`src/rtl/core/glos_pkg.sv`:
```
// Shared constants, register indexes and mask helpers for the line-of-sight block.
// No dependencies.
`default_nettype none

package glos_pkg;

    localparam int WINDOW_RADIUS = 16;
    localparam int MAP_SIZE      = 1024;
    localparam int WIN           = 2 * WINDOW_RADIUS + 1;
    localparam int ROW_W         = $clog2(WIN);
    localparam int DIST_W        = 5;
    localparam int COORD_W       = 10;
    localparam int POS_W         = COORD_W + 2;   // signed absolute position around window
    localparam int CFG_IDX_W     = 3;
    localparam int CFG_DATA_W    = 10;
    localparam int S_TDATA_W     = 96;
    localparam int M_TDATA_W     = 8;
    localparam int WROW_W        = 2 * WIN;       // block bits low, door bits high

    localparam logic [CFG_IDX_W-1:0] REG_MAX_DISTANCE = 3'd0;
    localparam logic [CFG_IDX_W-1:0] REG_DOOR_ENABLE  = 3'd1;
    localparam logic [CFG_IDX_W-1:0] REG_DOOR_X       = 3'd2;
    localparam logic [CFG_IDX_W-1:0] REG_DOOR_Y       = 3'd3;
    localparam logic [CFG_IDX_W-1:0] REG_CENTER_X     = 3'd4;
    localparam logic [CFG_IDX_W-1:0] REG_CENTER_Y     = 3'd5;

    localparam logic CMD_LOAD  = 1'b0;
    localparam logic CMD_QUERY = 1'b1;

    // columns within k of the window center
    function automatic logic [WIN-1:0] col_box(input logic [DIST_W-1:0] k);
        logic [WIN-1:0] m;
        m = '0;
        for (int j = 0; j < WIN; j++) begin
            if ((j >= WINDOW_RADIUS - int'(k)) && (j <= WINDOW_RADIUS + int'(k)))
                m[j] = 1'b1;
        end
        return m;
    endfunction

endpackage

`default_nettype wire

```
`src/rtl/core/grid_line_of_sight_wavefront.sv`:
```
// Line-of-sight wavefront: window row store, reach map store and the build sequencer.
// Depends on glos_pkg and glos_ram.
//
// Usage: the s_ channel carries loads (s_tuser low) and queries (s_tuser high).
// A load writes one window row of block and door bits. The load of the last
// row starts a build that rewrites the reach map row by row: it seeds the map,
// then runs one sweep per ring d = 2 .. md-1, reading one row a cycle from the
// window and reach memories and writing one row back; md is max_distance
// clamped to 16. No beat is taken during a build. A query passes through
// address, memory read and result steps and returns one beat on the m_ channel.
// A finished result waits in the output register while loads keep flowing; a
// second query waits until the receiver has taken the first. Configuration
// writes are meant for idle periods. After reset the registers hold their
// defaults and queries return 0 until the first build; the window rows are
// undefined until loaded.
`default_nettype none

module grid_line_of_sight_wavefront (
    input  wire                                   aclk,
    input  wire                                   aresetn,
    input  wire                                   cfg_wr_en,
    input  wire  [glos_pkg::CFG_IDX_W-1:0]        cfg_wr_index,
    input  wire  [glos_pkg::CFG_DATA_W-1:0]       cfg_wr_data,
    input  wire                                   s_tvalid,
    output logic                                  s_tready,
    // row_index[5:0], block_row[38:6], door_row[71:39], target_x[81:72],
    // target_y[91:82], zero fill above
    input  wire  [glos_pkg::S_TDATA_W-1:0]        s_tdata,
    // command[0]
    input  wire                                   s_tuser,
    output logic                                  m_tvalid,
    input  wire                                   m_tready,
    // visibility[4:0], zero fill above
    output logic [glos_pkg::M_TDATA_W-1:0]        m_tdata
);

    localparam int R   = glos_pkg::WINDOW_RADIUS;
    localparam int W   = glos_pkg::WIN;
    localparam int RW  = glos_pkg::ROW_W;
    localparam int DW  = glos_pkg::DIST_W;
    localparam int CW  = glos_pkg::COORD_W;
    localparam int PW  = glos_pkg::POS_W;

    typedef enum logic [2:0] {
        ST_IDLE, ST_QADDR, ST_QRES, ST_INIT, ST_SWEEP, ST_FLUSH
    } state_t;

    // payload fields
    logic [RW-1:0] in_row;
    logic [W-1:0]  in_block, in_door;
    logic [CW-1:0] in_tx, in_ty;
    assign in_row   = s_tdata[5:0];
    assign in_block = s_tdata[38:6];
    assign in_door  = s_tdata[71:39];
    assign in_tx    = s_tdata[81:72];
    assign in_ty    = s_tdata[91:82];

    state_t        state_reg, state_next;
    logic [DW-1:0] max_dist_reg;
    logic          door_en_reg;
    logic [CW-1:0] door_x_reg, door_y_reg, center_x_reg, center_y_reg;
    logic [RW-1:0] a_reg, a_next;
    logic [DW-1:0] d_reg, d_next;
    logic [DW-1:0] mdb_reg, mdb_next;
    logic          rv_reg, rv_next;
    logic [RW-1:0] rrow_reg, rrow_next;
    logic [W-1:0]  p_prev_reg, p_prev_next, p_cur_reg, p_cur_next;
    logic [W-1:0]  r_cur_reg, r_cur_next;
    logic [RW-1:0] q_row_reg, q_row_next, q_col_reg, q_col_next;
    logic [DW-1:0] q_ring_reg, q_ring_next;
    logic          q_ok_reg, q_ok_next;
    logic          built_reg, built_next;
    logic          m_tvalid_reg, m_tvalid_next;
    logic [DW-1:0] vis_reg, vis_next;

    logic          win_we;
    logic [W*2-1:0] win_rdata;
    logic          reach_we;
    logic [RW-1:0] reach_waddr, reach_raddr;
    logic [W-1:0]  reach_wdata, reach_rdata;

    logic [DW-1:0] mdc;
    assign mdc = (max_dist_reg > DW'(R)) ? DW'(R) : max_dist_reg;

    logic accept;
    assign s_tready = (state_reg == ST_IDLE);
    assign accept   = s_tvalid && s_tready;
    assign win_we   = accept && (s_tuser == glos_pkg::CMD_LOAD) && (in_row < RW'(W));

    glos_ram #(.WIDTH(glos_pkg::WROW_W), .DEPTH(W)) u_win_ram (
        .aclk    (aclk),
        .wr_en   (win_we),
        .wr_addr (in_row),
        .wr_data ({in_door, in_block}),
        .rd_addr (a_reg),
        .rd_data (win_rdata)
    );

    glos_ram #(.WIDTH(W), .DEPTH(W)) u_reach_ram (
        .aclk    (aclk),
        .wr_en   (reach_we),
        .wr_addr (reach_waddr),
        .wr_data (reach_wdata),
        .rd_addr (reach_raddr),
        .rd_data (reach_rdata)
    );

    // sweep datapath: passable and reached bits of the row arriving from memory
    logic [W-1:0]  pass_row, p_inc, spread, ring_mask, new_bits;
    logic          row_in_box, row_is_edge;
    logic          sweep_wr;
    logic [RW-1:0] wr_row;

    always_comb begin
        logic signed [PW-1:0] base_x, ay, ax;
        logic                 in_y, door_y_eq;
        logic [W-1:0]         or3;
        base_x = $signed({2'b00, center_x_reg}) - PW'(R);
        ay     = $signed({2'b00, center_y_reg}) - PW'(R) + $signed(PW'(rrow_reg));
        in_y      = (ay >= PW'(1)) && (ay < PW'(glos_pkg::MAP_SIZE));
        door_y_eq = (ay == $signed({2'b00, door_y_reg}));
        for (int j = 0; j < W; j++) begin
            ax = base_x + PW'(j);
            pass_row[j] = in_y && (ax >= PW'(1)) && (ax < PW'(glos_pkg::MAP_SIZE)) &&
                ((door_en_reg && win_rdata[W + j] &&
                  !(door_y_eq && (ax == $signed({2'b00, door_x_reg})))) ||
                 !win_rdata[j]);
        end
        row_in_box = ((7'(rrow_reg) + 7'(d_reg)) > 7'(R)) &&
                     (7'(rrow_reg) < (7'(R) + 7'(d_reg)));
        p_inc  = row_in_box ? (pass_row & reach_rdata & glos_pkg::col_box(d_reg - 5'd1))
                            : '0;
        or3    = p_prev_reg | p_cur_reg | p_inc;
        spread = or3 | (or3 << 1) | (or3 >> 1);
        wr_row = rrow_reg - RW'(1);
        row_is_edge = (7'(wr_row) + 7'(d_reg) == 7'(R)) || (7'(wr_row) == 7'(R) + 7'(d_reg));
        ring_mask = row_is_edge ? glos_pkg::col_box(d_reg)
                                : (glos_pkg::col_box(d_reg) & ~glos_pkg::col_box(d_reg - 5'd1));
        new_bits = ring_mask & spread;
        sweep_wr = rv_reg && ((7'(rrow_reg) + 7'(d_reg)) > 7'(R));
    end

    // query address and range
    logic signed [CW:0] ox, oy;
    logic [CW-1:0]      abs_x, abs_y;
    always_comb begin
        ox    = $signed({1'b0, in_tx}) - $signed({1'b0, center_x_reg});
        oy    = $signed({1'b0, in_ty}) - $signed({1'b0, center_y_reg});
        abs_x = ox[CW] ? CW'(-ox) : ox[CW-1:0];
        abs_y = oy[CW] ? CW'(-oy) : oy[CW-1:0];
    end

    logic [DW-1:0] q_val;
    always_comb begin
        if (q_ring_reg == '0)
            q_val = DW'(1);
        else if (reach_rdata[q_col_reg])
            q_val = q_ring_reg + DW'(1);
        else
            q_val = '0;
        if (!q_ok_reg || (q_val >= mdc))
            q_val = '0;
    end

    always_comb begin
        state_next    = state_reg;
        a_next        = a_reg;
        d_next        = d_reg;
        mdb_next      = mdb_reg;
        rv_next       = 1'b0;
        rrow_next     = rrow_reg;
        p_prev_next   = p_prev_reg;
        p_cur_next    = p_cur_reg;
        r_cur_next    = r_cur_reg;
        q_row_next    = q_row_reg;
        q_col_next    = q_col_reg;
        q_ring_next   = q_ring_reg;
        q_ok_next     = q_ok_reg;
        built_next    = built_reg;
        m_tvalid_next = m_tvalid_reg && !m_tready;
        vis_next      = vis_reg;
        reach_we      = 1'b0;
        reach_waddr   = wr_row;
        reach_wdata   = r_cur_reg | new_bits;
        reach_raddr   = q_row_reg;

        if (rv_reg) begin
            p_prev_next = p_cur_reg;
            p_cur_next  = p_inc;
            r_cur_next  = reach_rdata;
            if (sweep_wr)
                reach_we = 1'b1;
        end

        unique case (state_reg)
            ST_IDLE: begin
                if (accept) begin
                    if (s_tuser == glos_pkg::CMD_QUERY) begin
                        q_row_next  = RW'(R) + oy[RW-1:0];
                        q_col_next  = RW'(R) + ox[RW-1:0];
                        q_ring_next = (abs_x > abs_y) ? abs_x[DW-1:0] : abs_y[DW-1:0];
                        q_ok_next   = built_reg && (abs_x < CW'(mdc)) && (abs_y < CW'(mdc));
                        state_next  = ST_QADDR;
                    end else if (in_row == RW'(W - 1)) begin
                        mdb_next   = mdc;
                        built_next = 1'b1;
                        a_next     = '0;
                        state_next = ST_INIT;
                    end
                end
            end
            ST_QADDR: state_next = ST_QRES;
            ST_QRES: begin
                if (!m_tvalid_reg || m_tready) begin
                    m_tvalid_next = 1'b1;
                    vis_next      = q_val;
                    state_next    = ST_IDLE;
                end
            end
            ST_INIT: begin
                // seed: center and its eight neighbors reached, all else clear
                reach_we    = 1'b1;
                reach_waddr = a_reg;
                reach_wdata = ((a_reg >= RW'(R - 1)) && (a_reg <= RW'(R + 1)))
                              ? glos_pkg::col_box(DW'(1)) : '0;
                a_next = a_reg + RW'(1);
                if (a_reg == RW'(W - 1)) begin
                    if (mdb_reg > DW'(2)) begin
                        d_next     = DW'(2);
                        a_next     = RW'(R - 3);
                        state_next = ST_SWEEP;
                    end else begin
                        state_next = ST_IDLE;
                    end
                end
            end
            ST_SWEEP: begin
                reach_raddr = a_reg;
                rv_next     = 1'b1;
                rrow_next   = a_reg;
                if (7'(a_reg) == 7'(R) + 7'(d_reg) + 7'd1)
                    state_next = ST_FLUSH;
                else
                    a_next = a_reg + RW'(1);
            end
            ST_FLUSH: begin
                if (d_reg + DW'(1) < mdb_reg) begin
                    d_next     = d_reg + DW'(1);
                    a_next     = RW'(7'(R) - 7'(d_reg) - 7'd2);
                    state_next = ST_SWEEP;
                end else begin
                    state_next = ST_IDLE;
                end
            end
            default: state_next = ST_IDLE;
        endcase
    end

    always_ff @(posedge aclk) begin
        if (!aresetn) begin
            state_reg    <= ST_IDLE;
            rv_reg       <= 1'b0;
            built_reg    <= 1'b0;
            m_tvalid_reg <= 1'b0;
            max_dist_reg <= DW'(16);
            door_en_reg  <= 1'b0;
            door_x_reg   <= '0;
            door_y_reg   <= '0;
            center_x_reg <= '0;
            center_y_reg <= '0;
        end else begin
            state_reg    <= state_next;
            rv_reg       <= rv_next;
            built_reg    <= built_next;
            m_tvalid_reg <= m_tvalid_next;
            if (cfg_wr_en) begin
                unique case (cfg_wr_index)
                    glos_pkg::REG_MAX_DISTANCE: max_dist_reg <= cfg_wr_data[DW-1:0];
                    glos_pkg::REG_DOOR_ENABLE:  door_en_reg  <= cfg_wr_data[0];
                    glos_pkg::REG_DOOR_X:       door_x_reg   <= cfg_wr_data;
                    glos_pkg::REG_DOOR_Y:       door_y_reg   <= cfg_wr_data;
                    glos_pkg::REG_CENTER_X:     center_x_reg <= cfg_wr_data;
                    glos_pkg::REG_CENTER_Y:     center_y_reg <= cfg_wr_data;
                    default: ;
                endcase
            end
        end
        a_reg      <= a_next;
        d_reg      <= d_next;
        mdb_reg    <= mdb_next;
        rrow_reg   <= rrow_next;
        p_prev_reg <= p_prev_next;
        p_cur_reg  <= p_cur_next;
        r_cur_reg  <= r_cur_next;
        q_row_reg  <= q_row_next;
        q_col_reg  <= q_col_next;
        q_ring_reg <= q_ring_next;
        q_ok_reg   <= q_ok_next;
        vis_reg    <= vis_next;
    end

    assign m_tvalid = m_tvalid_reg;
    assign m_tdata  = {{(glos_pkg::M_TDATA_W - DW){1'b0}}, vis_reg};

endmodule

`default_nettype wire

```
`src/rtl/core/glos_ram.sv`:
```
// Generic simple dual-port RAM: one write port, one read port with registered data.
// No dependencies.
`default_nettype none

module glos_ram #(
    parameter int WIDTH = 8,
    parameter int DEPTH = 32
) (
    input  wire                      aclk,
    input  wire                      wr_en,
    input  wire [$clog2(DEPTH)-1:0]  wr_addr,
    input  wire [WIDTH-1:0]          wr_data,
    input  wire [$clog2(DEPTH)-1:0]  rd_addr,
    output logic [WIDTH-1:0]         rd_data
);

    logic [WIDTH-1:0] mem [DEPTH];

    always_ff @(posedge aclk) begin
        if (wr_en)
            mem[wr_addr] <= wr_data;
        rd_data <= mem[rd_addr];
    end

endmodule

`default_nettype wire

```
`config.mk`:
```
export PLATFORM = sky130hd
export DESIGN_NAME = grid_line_of_sight_wavefront
export DESIGN_NICKNAME = d
export VERILOG_FILES = /design/src/rtl/core/glos_pkg.sv /design/src/rtl/core/grid_line_of_sight_wavefront.sv /design/src/rtl/core/glos_ram.sv
export SDC_FILE = /design/constraint.sdc
export NUM_CORES = 2
export LEC_CHECK = 0
export BUFFER_PORTS_ARGS = -buffer_cell sky130_fd_sc_hd__buf_2
export CORE_UTILIZATION = 59
export CTS_BUF_LIST = sky130_fd_sc_hd__clkbuf_4 sky130_fd_sc_hd__clkbuf_8
export DETAILED_ROUTE_END_ITERATION = 8
export PLACE_DENSITY = 0.76
export RECOVER_POWER = 50
export SETUP_SLACK_MARGIN = 0.5
export SLEW_MARGIN = 20
export SYNTH_ARGS = -nofsm -noshare
export SYNTH_HDL_FRONTEND = slang
export SYNTH_SLANG_ARGS = --single-unit
```
`constraint.sdc`:
```
create_clock -name aclk -period 6.46 [get_ports aclk]
set_clock_uncertainty 0.05 [all_clocks]
set_input_delay 1.292 -clock aclk [delete_from_list [all_inputs] [get_ports aclk]]
set_output_delay 1.292 -clock aclk [all_outputs]
set_load 0.005 [all_outputs]
```
# --- After elaboration in Yosys (flattened, before gate mapping) ---
# Memory sizes are Yosys's and may differ from the RTL's. A register that Yosys moved wholly into a read port is not among the register bits.
# Cells that the tools add are included.
# Widths: inputs -> output; s select.
totals:
  out_inout_bits: 10
  romBits: 0
  ramBits: 3267
  latch_bits: 0
  in_bits: 115
  reg_bits: 196
  wordCells: 870
  memories: 2
classes:
  shift: 0
  eq_ne: 59
  mul: 0
  addsub: 56
  muxes: 111
  n_div: 0
  n_bitwise: 11
  order_cmp: 213
  n_reduce_logical: 396
memory_table:
  columns: ["name", "words", "width", "read_ports", "rd_clocked_by_memory_dff", "write_ports", "line", "source"]
  rows:
  - ["u_win_ram.mem", 33, 66, 1, 1, 1, "glos_ram.sv:17", "logic [WIDTH-1:0] mem [DEPTH];"]
  - ["u_reach_ram.mem", 33, 33, 1, 1, 1, "glos_ram.sv:17", null]
op_table:
  columns: ["operator", "count"]
  rows:
  - ["$le 6x32->1 const A", 32]
  - ["$le 5x32->1 const A", 16]
  - ["$eq 12x11->1", 33]
  - ["$ge 12x2->1 const B", 33]
  - ["$lt 12x12->1 const B", 33]
  - ["$logic_and 1x1->1", 274]
  - ["$le 4x32->1 const A", 8]
  - ["$add 11x6->12 const B", 16]
  - ["$ge 6x6->1 const A", 32]
  - ["$and 33x33->33", 4]
  - ["$or 33x33->33", 4]
  - ["$le 3x32->1 const A", 4]
  - ["$mux 33", 3]
  - ["$add 11x5->12 const B", 8]
  - ["$ge 5x6->1 const A", 16]
  - ["$mux 1", 77]
  - ["$logic_not 1->1", 69]
  - ["$le 1x32->1 const A", 2]
  - ["$le 2x32->1 const A", 2]
  - ["$mux 6", 9]
  - ["$add 11x4->12 const B", 4]
  - ["$ge 4x6->1 const A", 8]
  - ["$logic_or 1x1->1", 36]
  - ["$mux 5", 7]
  - ["65 further kinds", 116]

# --- Logic depth before layout (Yosys ltp) ---
depth:
  word_depth: 17
  mapped_depth: 21
  ltp_nobuf: 21

# --- Hierarchy ---
# A second synthesis with hierarchy kept.
unflattened:
  hier_cells: 8916
  area_unflattened_um2: 148772.7
by_module_without_submodules:
  columns: ["mod", "n_inst", "cells_each", "seq_area_each_um2", "area_each_um2"]
  rows:
  - ["glos_ram at u_win_ram", 1, 3949, 66724.0, 84602.4]
  - ["glos_ram at u_reach_ram", 1, 2287, 33362.0, 43317.8]
  - ["grid_line_of_sight_wavefront", 1, 2680, 5365.1, 20852.5]

# --- Least setup slack after synthesis ---
# No wires, ideal clock.
synth_timing:
  kind: "flip-flop to flip-flop"
  startpoint: "reg center_x_reg[4]"
  endpoint: "mem u_reach_ram.mem[0][32] in the netlist's numbering (data pin)"
  t_required_ns: 5.836
  synth_period_minus_slack_ns: 6.762
  setup_time_ns: 0.574
  path_stages_with_launch: 17
  arrival_time_ns: 6.138
  setup_slack_ns: -0.302
  path_buffers: 4
  cell_sequence: "dfxtp_1 -> clkbuf_1 -> clkinv_1 -> ha_1 -> clkbuf_1 -> clkinv_1 -> ha_1 -> clkbuf_1 -> o21ai_1 -> a2111oi_2 -> o21bai_1 -> buf_2 -> a21oi_1 -> nor4_1 -> or3_1 -> o211a_1 -> o41ai_1"
synth_between:
  elab_chain_len: 17
  elab_cells_between_ends: 32
  classes_between: "3 x add/sub; 4 x order compare; 2 x eq/ne; 2 x mux; 7 x bitwise; 14 x reduce/logical"
synth_rtl:
  columns: ["item", "line", "source"]
  rows:
  - ["start: declaration", "grid_line_of_sight_wavefront.sv:61", "logic [CW-1:0] door_x_reg, door_y_reg, center_x_reg, center_y_reg;"]
  - ["start signal: assignment", "grid_line_of_sight_wavefront.sv:282", "glos_pkg::REG_CENTER_X: center_x_reg <= cfg_wr_data;"]
  - ["$sub 10x5->11 *", "grid_line_of_sight_wavefront.sv:118", "base_x = $signed({2'b00, center_x_reg}) - PW'(R);"]
  - ["branches (longest 7 deep; another with $add 11x7->12)", null, null]
  - ["$and 33x33->33 * (2 in series)", "grid_line_of_sight_wavefront.sv:131", "p_inc = row_in_box ? (pass_row & reach_rdata & glos_pkg::col_box(d_reg - 5'd1))"]
  - ["$mux 33 *", "grid_line_of_sight_wavefront.sv:131", null]
  - ["$or 33x33->33 *", "grid_line_of_sight_wavefront.sv:133", "or3 = p_prev_reg | p_cur_reg | p_inc;"]
  - ["$or 33x33->33 *", "grid_line_of_sight_wavefront.sv:134", "spread = or3 | (or3 << 1) | (or3 >> 1);"]
  - ["$or 33x32->33 *", "grid_line_of_sight_wavefront.sv:134", null]
  - ["$and 33x33->33 *", "grid_line_of_sight_wavefront.sv:139", "new_bits = ring_mask & spread;"]
  - ["$or 33x33->33 *", "grid_line_of_sight_wavefront.sv:184", "reach_wdata = r_cur_reg | new_bits;"]
  - ["$mux 33 *", "grid_line_of_sight_wavefront.sv:195", "unique case (state_reg)"]
  - ["net reach_wdata[32]", "grid_line_of_sight_wavefront.sv:80", "logic [W-1:0] reach_wdata, reach_rdata;"]
  - ["end: declaration", "glos_ram.sv:17", null]
# Mark *: on every way through the listed nets, which the timed path passes.

# --- Worst setup path after layout ---
layout_timing:
  startpoint: "in s_tdata[0] in the netlist's numbering"
  endpoint: "mem u_win_ram.mem[32][34] in the netlist's numbering (enable)"
layout_between:
  elab_chain_len: 4
layout_rtl:
  columns: ["item", "line", "source"]
  rows:
  - ["start: declaration", "grid_line_of_sight_wavefront.sv:28", "input wire [glos_pkg::S_TDATA_W-1:0] s_tdata,"]
  - ["$lt 6x6->1", "grid_line_of_sight_wavefront.sv:88", "assign win_we = accept && (s_tuser == glos_pkg::CMD_LOAD) && (in_row < RW'(W));"]
  - ["$logic_and 1x1->1", "grid_line_of_sight_wavefront.sv:88", null]
  - ["$mux 1", "glos_ram.sv:20", "if (wr_en)"]
  - ["$mux 1 (implied by the code)", "glos_ram.sv:21", "mem[wr_addr] <= wr_data;"]
  - ["end: declaration", "glos_ram.sv:17", null]
# Several ways; a longest one is shown, not always the timed one.

==> results by group <==
Placed design
  – Number of buffers added on ports: 117
  – Dpl cells: 12600
  – Routability Congestion: ~1.1
  – DP Worst Slack: 0.714 ns
  – Dpl hpwl: 263000 microns

Layout
  – Layout cell share with drive strength beyond 1: 20.3%
  – Top reg by flops: u_win_ram.mem
  – Fin util: 66.4%
  – Final net count: between 10000 and 15000
  – Largest registers: u_win_ram.mem (2178), u_reach_ram.mem (1089), u_win_ram.rd_data (66)
  – Syn-to-layout area delta: 11.9%
  – Fill cell count: 16400
  – Non-Filler Instances: 13600
  – Number of flip-flops in the largest register: 2178

Outcome
  – Violated checks: capacitance limit, slew limit
  – Outcome: complete, but fails checks

Min path
  – Hold crit path type: reg2reg
  – Hold Path Origin: p_cur_reg[15]

Timing
  – Final worst slack: approximately 0.16 ns
  – Fin crit period: 6.30 ns
  – Fin crit share: 97.5%
  – Final setup viols: 0
  – Pins Over Slew Limit: around 1100
  – TNS Setup: 0 ns
  – Fin. Hold Viols: 0
  – RSZ-0062 raised after global routing: false
  – Peak Freq: 0.159 GHz
  – Slew headroom: -132%
  – Slew @ Worst Pin: 3.43 ns

Logic synthesis
  – Mapped Cells: 9368
  – Post-synth top area share: a little under 70%
  – Syn avg cell area: 15.9 sq um
  – Synth Cell Area: ~150000 sq um
  – Netlist cell types: 103
  – Top-count cell post-synth: edfxtp_1
  – Yosys reg bits: 3562
  – Most frequent cells after synthesis: edfxtp_1 (3411), nand2_1 (1479), mux4_2 (670)
  – Synth area leaders: edfxtp_1 (69%), mux4_2 (10%), nand2_1 (3.7%)
  – Yosys warns: 0
  – Yosys top cell by area: edfxtp_1
  – Post-synth top flop: edfxtp_1
  – Number of synthesized flops with an enable pin: 3411
  – Seq/Total Area, Yosys: 70.9%
  – Ys async rst share: 0%

Power
  – Comb pwr share: 8.9%
  – Pint: between 0.03 and 0.04 W
  – Leak pwr: roughly 55 nW
  – Pwr Density: between 200 and 300 nW/um^2
  – Switching pwr: 0.0121 W
  – Peak VDD IR: between 0.2 and 0.3 mV
  – Reg power frac: 52.3%
  – Tot Pwr: 0.0493 W
  – Sw frac: 24.5%
  – Clock Power Share: 38.8%

Global routing
  – First-pass GRT wire length: 630000 microns
  – Pin count of the biggest net entering global routing: ~160
  – Vias in the first global route: 90000
  – Initial antenna violation count: 44
  – GRT Resource Usage Total: between 30% and 40%
  – Total congestion overflow: 0

Setup path
  – Critical Path End: u_win_ram.mem[32][34]
  – Worst R2R End: u_win_ram.mem[12][61]
  – CP endpoint kind: flop
  – Crit path required time: slightly above 7 ns
  – Critical path class: in2reg
  – Crit Reg-Reg Startpoint: state_reg[0]
  – CP arrival: 7.03 ns
  – CP Launch Point: s_tdata[0]
  – R2R depth: 6
  – Crit start category: input port
  – Setup slack, reg-to-reg: between 0.4 and 0.5 ns
  – CP max FO: 26

CTS
  – Postcts setup bufs: 0
  – Clk_lat worst skew: about 1.2 ns
  – Clock Path Buffers: 4
  – Clk sinks: 3562
  – Clk pin slew, worst setup/hold paths: 0.06 ns
  – H-tree Lvls: 6
  – Post-cts sizing count: 0
  – Clock root buffer: clkbuf_8
  – CTS tree: built
  – CTS Buf Count: 562
  – Hold-fix buffer count after cts: 0

Die
  – Width of the die: 504 microns
  – I/O Pins: 125
  – Rows: between 150 and 200
  – Initial core utilization: approximately three fifths
  – Die area: 254000 sq um
  – Die H: 504 microns
  – Core Region: 251000 sq um

Detailed routing
  – First DRT Iteration DRCs: 13100
  – DRT antenna net count: 0
  – Pre-antenna DRT Iters: 8
  – Routed WL: roughly 450000 microns
  – Via count: 91700
  – Via density: 6.73
  – Drt drc: 0
  – WL/cell: between 30 and 40 microns

Job
  – Max Cap Viol: 42
## per-stage QoR
| stage | instance area (sq um) | hold slack (ns) |
|---|---|---|
| global placement | 156000 | 0.378 |
| floorplan | 149000 | 0.367 |
| detailed placement | 156000 | 0.382 |
| CTS | 167000 | 0.322 |
| finish | 167000 | 0.387 |
| global route | 167000 | 0.386 |
## power groups by stage
stage	Sequential (W)	Combinational (W)	Clock (W)
floorplan	0.0261	0.00268	0
global placement	0.0262	0.00423	0
detailed placement	0.0262	0.00431	0
CTS	0.0257	0.00434	0.0193
global route	0.0257	0.00464	0.0202
finish	0.0258	0.00439	0.0191
## kinds of logic after synthesis
logic type	count (synthesis)	share of synthesized area (%)
buffers and inverters	670	1.71
and+or+nand+nor	2793	8.47
xor gates and xnor gates	228	1.45
adders and majority gates	129	1.11
AOI/OAI and AO/OA	1207	5.51
other	1	0.00252
DFF	3562	70.9
muxes	778	10.9
## routing by layer
metal  share of wire, %  GRT usage, %  up-vias  wire length (microns)
met2                 47          54.7     6358                 210000
met3                 11          7.17     1303                  49100
li1                   -             -    37800                      -
met4                5.8          18.0       28                  25700
met1                 36          45.9    46200                 160000
met5              0.042             0        -                    186
## how the worst min path moves through the flow
| stage | end | slack [ns] | depth (start not counted) |
|---|---|---|---|
| final | p_prev_reg[15] | 0.39 | 0 |
| after detailed placement | u_win_ram.rd_data[1] | 0.38 | 2 |
| after floorplan | r_cur_reg[17] | 0.37 | 0 |
| after global routing | p_prev_reg[15] | 0.39 | 0 |
| after global placement | p_prev_reg[23] | 0.38 | 0 |
| after CTS | door_y_reg[8] | 0.32 | 3 |
## layout make-up
type | instances | area, sq um | share of cell area, %
diodes | 17 | 42.5 | 0.0255
clock buffers | 773 | 9460 | 5.68
clock inverters | 204 | 1720 | 1.03
inverters | 96 | 360 | 0.216
multi-input cells | 5138 | 41300 | 24.8
flip-flops and latches | 3562 | 105000 | 63.3
well taps | 3348 | 4190 | 2.51
repair buffers | 488 | 4030 | 2.42
## cells in the final DEF (no fill, tap or decap), types with 36 or more instances in the layout
cell / synthesis / routed
nor2_1: 308 / 276
xnor2_1: 173 / 172
nor3_1: 120 / 119
o21ai_0: 216 / 212
xor2_1: 43 / 42
nand2b_1: 36 / 36
dfxtp_1: 151 / 151
mux4_2: 670 / 670
a21oi_1: 275 / 264
clkbuf_1: 472 / 95
clkinv_1: 5 / 105
buf_4: 4 / 257
nor2b_1: 48 / 48
edfxtp_1: 3411 / 3411
inv_1: 89 / 89
buf_12: 0 / 71
a311oi_1: 210 / 209
buf_2: 14 / 49
a31oi_1: 102 / 92
clkbuf_4: 0 / 188
and3_1: 162 / 162
clkbuf_8: 0 / 585
a211oi_1: 54 / 54
nor4_1: 52 / 51
nand4_1: 49 / 49
nand3_1: 373 / 373
nand2_1: 1479 / 1479
ha_1: 124 / 124
mux2i_1: 96 / 90
a21boi_0: 60 / 60
## critical path: stages
cell and delay, ns:
clkbuf_1 0.19, or3_1 0.55, nor4b_1 2.66, and4b_2 1.60
clkbuf_2 0.67
(Power assumes the default switching activity.)
